[config.mk]
export PLATFORM = sky130hd
export DESIGN_NAME = url_percent_decoder
export DESIGN_NICKNAME = d
export VERILOG_FILES = /design/src/design/upd_pkg.sv /design/src/design/url_percent_decoder.sv
export SDC_FILE = /design/constraint.sdc
export NUM_CORES = 1
export LEC_CHECK = 0
export ABC_AREA = 1
export BUFFER_PORTS_ARGS = -buffer_cell sky130_fd_sc_hd__buf_4
export CAP_MARGIN = 15
export CORE_ASPECT_RATIO = 0.6
export CORE_MARGIN = 5
export CORE_UTILIZATION = 37
export CTS_BUF_LIST = sky130_fd_sc_hd__clkbuf_4 sky130_fd_sc_hd__clkbuf_8 sky130_fd_sc_hd__clkbuf_16
export DETAILED_ROUTE_END_ITERATION = 8
export PLACE_DENSITY_LB_ADDON = 0.12
export SYNTH_ARGS = -nofsm -noshare
export SYNTH_HDL_FRONTEND = slang
export SYNTH_SLANG_ARGS = --single-unit
[constraint.sdc]
create_clock -name clk -period 2.89 [get_ports clk]
set_input_delay 0.1445 -clock clk [delete_from_list [all_inputs] [get_ports clk]]
set_output_delay 0.1445 -clock clk [all_outputs]
set_load 0.03 [all_outputs]
[src/design/upd_pkg.sv]
// Package for the URL percent decoder: phase codes, characters and the hex digit decoder.
`timescale 1ns / 1ps

package upd_pkg;

    // Decoder phase, one-hot coded.
    typedef enum logic [3:0] {
        PH_NORMAL  = 4'b0001,
        PH_PERCENT = 4'b0010,
        PH_HIGH    = 4'b0100,
        PH_DROP    = 4'b1000
    } phase_t;

    // Characters with a special meaning in a URL.
    localparam logic [7:0] CHAR_PERCENT  = 8'h25;
    localparam logic [7:0] CHAR_PLUS     = 8'h2b;
    localparam logic [7:0] CHAR_QUESTION = 8'h3f;
    localparam logic [7:0] CHAR_SPACE    = 8'h20;
    localparam logic [7:0] CHAR_ZERO     = 8'h30;
    localparam logic [7:0] CHAR_NINE     = 8'h39;
    localparam logic [7:0] CHAR_UPPER_A  = 8'h41;
    localparam logic [7:0] CHAR_UPPER_F  = 8'h46;
    localparam logic [7:0] CHAR_LOWER_A  = 8'h61;
    localparam logic [7:0] CHAR_LOWER_F  = 8'h66;
    localparam logic [7:0] HEX_TEN       = 8'h0a;

    // Result of decoding one hex digit.
    typedef struct packed {
        logic       ok;
        logic [3:0] value;
    } hex_t;

    // Decodes one ASCII hex digit of either case; value is zero when not a digit.
    function automatic hex_t hex_digit(input logic [7:0] c);
        hex_t       h;
        logic [7:0] diff;
        h    = '0;
        diff = '0;
        if (c >= CHAR_ZERO && c <= CHAR_NINE) begin
            diff = c - CHAR_ZERO;
            h.ok = 1'b1;
        end else if (c >= CHAR_UPPER_A && c <= CHAR_UPPER_F) begin
            diff = c - CHAR_UPPER_A + HEX_TEN;
            h.ok = 1'b1;
        end else if (c >= CHAR_LOWER_A && c <= CHAR_LOWER_F) begin
            diff = c - CHAR_LOWER_A + HEX_TEN;
            h.ok = 1'b1;
        end
        h.value = diff[3:0];
        return h;
    endfunction

endpackage

[src/design/url_percent_decoder.sv]
// URL percent decoder: one byte per beat in, zero or one decoded byte per beat out.
// Path: an accepted input beat is held in the input register, its result in the
// result register. Throughput: one byte per cycle unless a held result waits on
// result_ready; the per-byte phase logic sits between the input and result registers.
// Reset: asynchronous, active low; clears the valid bits of both registers, the phase
// state and start_query_reg.
`timescale 1ns / 1ps

module url_percent_decoder
    import upd_pkg::*;
(
    input  logic       clk,
    input  logic       rst_n,
    // Configuration write channel
    input  logic       cfg_valid,
    output logic       cfg_ready,
    input  logic       cfg_data,
    // Input channel
    input  logic       in_valid,
    output logic       in_ready,
    input  logic [7:0] in_byte,
    input  logic       in_last,
    // Result channel
    output logic       result_valid,
    input  logic       result_ready,
    output logic [7:0] out_byte,
    output logic       out_valid,
    output logic       out_last,
    output logic       out_error
);

    // Input register
    logic       s1_valid_reg;
    logic [7:0] s1_byte_reg;
    logic       s1_last_reg;

    // Decoder state
    phase_t     phase_reg, phase_next;
    logic [3:0] high_nibble_reg, high_nibble_next;
    logic       high_ok_reg, high_ok_next;
    logic       query_reg, query_next;
    logic       start_query_reg;

    // Result register
    logic       res_valid_reg;
    logic [7:0] res_byte_reg;
    logic       res_dvalid_reg;
    logic       res_last_reg;
    logic       res_error_reg;

    // Result of the current byte
    logic       emit;
    logic [7:0] emit_byte;
    logic       emit_dvalid;
    logic       emit_last;
    logic       emit_error;
    hex_t       hex;
    logic       advance;

    assign cfg_ready = 1'b1;
    assign hex       = hex_digit(s1_byte_reg);

    // Per-byte phase logic.
    always_comb
    begin
        phase_next       = phase_reg;
        high_nibble_next = high_nibble_reg;
        high_ok_next     = high_ok_reg;
        query_next       = query_reg;
        emit             = 1'b0;
        emit_byte        = '0;
        emit_dvalid      = 1'b0;
        emit_last        = s1_last_reg;
        emit_error       = 1'b0;
        unique case (phase_reg)
            PH_NORMAL:
            begin
                if (s1_byte_reg == CHAR_PERCENT) begin
                    if (s1_last_reg) begin
                        emit = 1'b1;
                    end else begin
                        phase_next = PH_PERCENT;
                    end
                end else if (query_reg && s1_byte_reg == CHAR_PLUS) begin
                    emit        = 1'b1;
                    emit_byte   = CHAR_SPACE;
                    emit_dvalid = 1'b1;
                end else begin
                    if (s1_byte_reg == CHAR_QUESTION) begin
                        query_next = 1'b1;
                    end
                    emit        = 1'b1;
                    emit_byte   = s1_byte_reg;
                    emit_dvalid = 1'b1;
                end
            end
            PH_PERCENT:
            begin
                if (s1_last_reg) begin
                    emit = 1'b1;
                end else begin
                    high_ok_next     = hex.ok;
                    high_nibble_next = hex.value;
                    phase_next       = PH_HIGH;
                end
            end
            PH_HIGH:
            begin
                emit = 1'b1;
                if (hex.ok && high_ok_reg) begin
                    emit_byte   = {high_nibble_reg, hex.value};
                    emit_dvalid = 1'b1;
                    phase_next  = PH_NORMAL;
                end else begin
                    emit_error = 1'b1;
                    phase_next = PH_DROP;
                end
                high_nibble_next = '0;
                high_ok_next     = 1'b0;
            end
            PH_DROP:
            begin
                if (s1_last_reg) begin
                    emit       = 1'b1;
                    emit_error = 1'b1;
                end
            end
            default:
            begin
                phase_next = PH_NORMAL;
            end
        endcase
        // The last byte of a string returns the state to its start values.
        if (s1_last_reg) begin
            phase_next       = PH_NORMAL;
            high_nibble_next = '0;
            high_ok_next     = 1'b0;
            query_next       = start_query_reg;
        end
    end

    // The held byte moves on when it gives no result or the result register frees up.
    assign advance  = s1_valid_reg && (!emit || !res_valid_reg || result_ready);
    assign in_ready = !s1_valid_reg || advance;

    // Input register.
    always_ff @(posedge clk or negedge rst_n)
    begin
        if (!rst_n) begin
            s1_valid_reg <= 1'b0;
        end else if (in_ready) begin
            s1_valid_reg <= in_valid;
        end
    end

    always_ff @(posedge clk)
    begin
        if (in_valid && in_ready) begin
            s1_byte_reg <= in_byte;
            s1_last_reg <= in_last;
        end
    end

    // Decoder state and configuration register.
    always_ff @(posedge clk or negedge rst_n)
    begin
        if (!rst_n) begin
            phase_reg       <= PH_NORMAL;
            high_nibble_reg <= '0;
            high_ok_reg     <= 1'b0;
            query_reg       <= 1'b0;
            start_query_reg <= 1'b0;
        end else if (cfg_valid && cfg_ready) begin
            start_query_reg <= cfg_data;
            query_reg       <= cfg_data;
        end else if (advance) begin
            phase_reg       <= phase_next;
            high_nibble_reg <= high_nibble_next;
            high_ok_reg     <= high_ok_next;
            query_reg       <= query_next;
        end
    end

    // Result register.
    always_ff @(posedge clk or negedge rst_n)
    begin
        if (!rst_n) begin
            res_valid_reg <= 1'b0;
        end else if (advance && emit) begin
            res_valid_reg <= 1'b1;
        end else if (result_ready) begin
            res_valid_reg <= 1'b0;
        end
    end

    always_ff @(posedge clk)
    begin
        if (advance && emit) begin
            res_byte_reg   <= emit_byte;
            res_dvalid_reg <= emit_dvalid;
            res_last_reg   <= emit_last;
            res_error_reg  <= emit_error;
        end
    end

    assign result_valid = res_valid_reg;
    assign out_byte     = res_byte_reg;
    assign out_valid    = res_dvalid_reg;
    assign out_last     = res_last_reg;
    assign out_error    = res_error_reg;

endmodule

==> results.txt <==
Total clock sinks: 33
Cell mode on critical path: inv_1
Post-synth ARST share: 39.39%
Worst EP required: 2.83 ns
Vias per cell: 4.471
Core region area: 0.004564 mm²
Unrepaired setup endpoints after global routing: false
Total grt overflow: 0
Top FF cell, synth: edfxtp_1
Crit path max fanout: 11
Post-synth top area share: 34.43%
Initial Utilization: 38.21%
Crit path DAT: 2.00 ns
First-pass GRT wire length: 6.147 mm
H-tree levels: 2
Skew final: 0.009578 ns
Most frequent cells after synthesis: nand2_1, inv_1, edfxtp_1, nor2_1, dfrtp_1
Starting DRT DRC Count: 51
Final Setup Violations: 0
Final Hold Violating Endpoints: 0
Area growth syn-to-layout: 23.60%
DRC viols: 0
CTS tree: built
Routed Antenna Nets: 0
Dpl hpwl: 2.824 mm
RePlAce Congestion: 0.8302
Drt total wl: 3.564 mm
Max Root-Sink Buffers: 2
Setup total negative slack: 0 ns
Worst Setup End Kind: register
Count of cell types in the netlist: 27
IO Port Bufs: 27
Crit path cell chain: inv_1, ha_1, inv_1, nor2_2, nand2_2, nand2_4, nand2_4, nand3_4, nand4_1, inv_1
Syn avg cell area: 8.991 µm²
Final period util: 71.28%
Wire length per cell: 12.16 µm
Slowest stage cell, crit path: edfxtp_1
CTS buffer count: 5
Final core occ: 47.23%
Max Fclk: 485.5 MHz
Hold Path Class: in -> reg
Syn Std Cell Area: 0.001744 mm²
Largest stage delay, worst path: 0.45 ns
Clock slew at reported path FFs: 0.07 ns
Seq cells post-synth: 33
Worst skew pair latency: 0.28 ns
PostCTS Resize Cnt: 0
Leak Pwr: 0.9818 nW
Worst VDD drop: 338.0 µV
Layout cells sized above 1: 26.96%
Top-count cell post-synth: nand2_1
Final Max Tran Viols: 0
# nets final: 247
Ys Warns: 0
Status: completed
Crit path launch type: register
Vias in the first global route: 1241
Post-CTS setup buffers: 0
Register area share after synthesis: 53.16%
Via count: 1310
Num rows: 19
Antenna violations before repair: 0
Chip width: 98.64 µm
Final Power: 1.782 mW
Detailed Routing Iterations Pass 1: 4
Total GRT Usage: 12.49%
Top area cells in the synthesized netlist: edfxtp_1, dfrtp_1, nand2_1, inv_1, nor2_1
Post-synth EDFFs: 20
Pwr dens: 826.4 mW/mm²
Root buf cell: clkbuf_8
Post-Syn Nets: 212
Ant diodes: 0
Largest net degree at the start of global routing: 14
Die Area: 0.006232 mm²
CP Class: reg -> reg
Die Y: 63.18 µm
I/O pins: 29
Fin crit period: 2.060 ns
Max Cap Viol: 0
Syn Inst Count: 194
Yosys top cell by area: edfxtp_1
==> placed cells by master, fill, tap and decap left out, types with 6 or more instances in the layout <==
cell,count
buf_4,28
nand2_1,58
inv_1,23
edfxtp_1,20
clkbuf_8,6
dfrtp_1,12
nand3_1,9
nor2_1,20
==> layout make-up <==
cell class,count,area [µm²]
well taps,63,78.83
fillers,460,2409
multi-input cells,131,700.7
flip-flops and latches,33,927.1
clock inverters,1,30.03
inverters,29,108.9
repair buffers,29,220.2
clock buffers,7,90.09
==> report_power, final <==
part / total [mW] / internal [mW] / switching, mW / leakage [nW]
sequential: 0.695 / 0.639 / 0.0556 / 0.361
clock: 0.453 / 0.290 / 0.163 / 0.0619
combinational: 0.634 / 0.210 / 0.424 / 0.559
total: 1.78 / 1.14 / 0.643 / 0.982
==> critical path, delay by kind of cell, from the launching register on <==
| kind | cells | cell delay, ns |
|---|---|---|
| and+or+nand+nor | 6 | 0.56 |
| adders and majority gates | 1 | 0.17 |
| buffers and inverters | 3 | 0.53 |
| DFF | 1 | 0.45 |
==> final timing paths <==
path | startpoint | to | slack (ns) | cells past startpoint
worst max-delay path | s1_byte_reg[1] | out_byte[6] | 0.83 | 10
worst min-delay path | in_byte[6] | s1_byte_reg[6] | 0.04 | 1
worst max register to register | s1_byte_reg[1] | out_byte[6] | 0.83 | 10
worst min register to register | start_query_reg | start_query_reg | 0.48 | 2
max in group asynchronous | rst_n | phase_reg[0] | 2.41 | 2
min in group asynchronous | rst_n | phase_reg[1] | 0.24 | 2
==> repair_timing <==
item                                    in CTS  in global routing
endpoints found under the setup margin       0                  0
hold buffers                                 1                  0
hold endpoints to repair                    13                  0
==> stage by stage <==
| step | cell area, µm² | setup slack (ns) | cells | hold slack [ns] |
|---|---|---|---|---|
| 2_1_floorplan | 1744 | 0.9287 | 194 | -0.1511 |
| 3_3_place_gp | 2026 | 0.8626 | 284 | 0.004017 |
| 3_5_place_dp | 2026 | 0.7986 | 284 | 0.006115 |
| 4_1_cts | 2156 | 0.7900 | 293 | 0.02716 |
| 5_1_grt | 2156 | 0.6307 | 293 | 0.02262 |
| 6_report | 2156 | 0.8301 | 293 | 0.03910 |
==> metal layers <==
| metal | part of all wire [%] | wire, µm | global-route usage (%) |
|---|---|---|---|
| met1 | 59 | 2097 | 20.04 |
| met4 | 0 | 0 | 3.066 |
| met5 | 0 | 0 | 0 |
| met2 | 36 | 1276 | 15.32 |
| met3 | 5.3 | 190 | 4.300 |
==> logic make-up (layout without fill, tap and decap cells) <==
group,after synthesis,in the layout,share of synthesized area (%)
XOR/XNOR,2,2,1.004
buffers and inverters,30,66,6.671
flip-flops,33,33,53.16
AO/OA/AOI/OAI,14,14,4.806
AND/OR/NAND/NOR,111,111,31.99
adder cells (fa/ha/maj),3,3,2.152
other,1,1,0.2150
No activity file was read; power rests on OpenSTA's default activity.
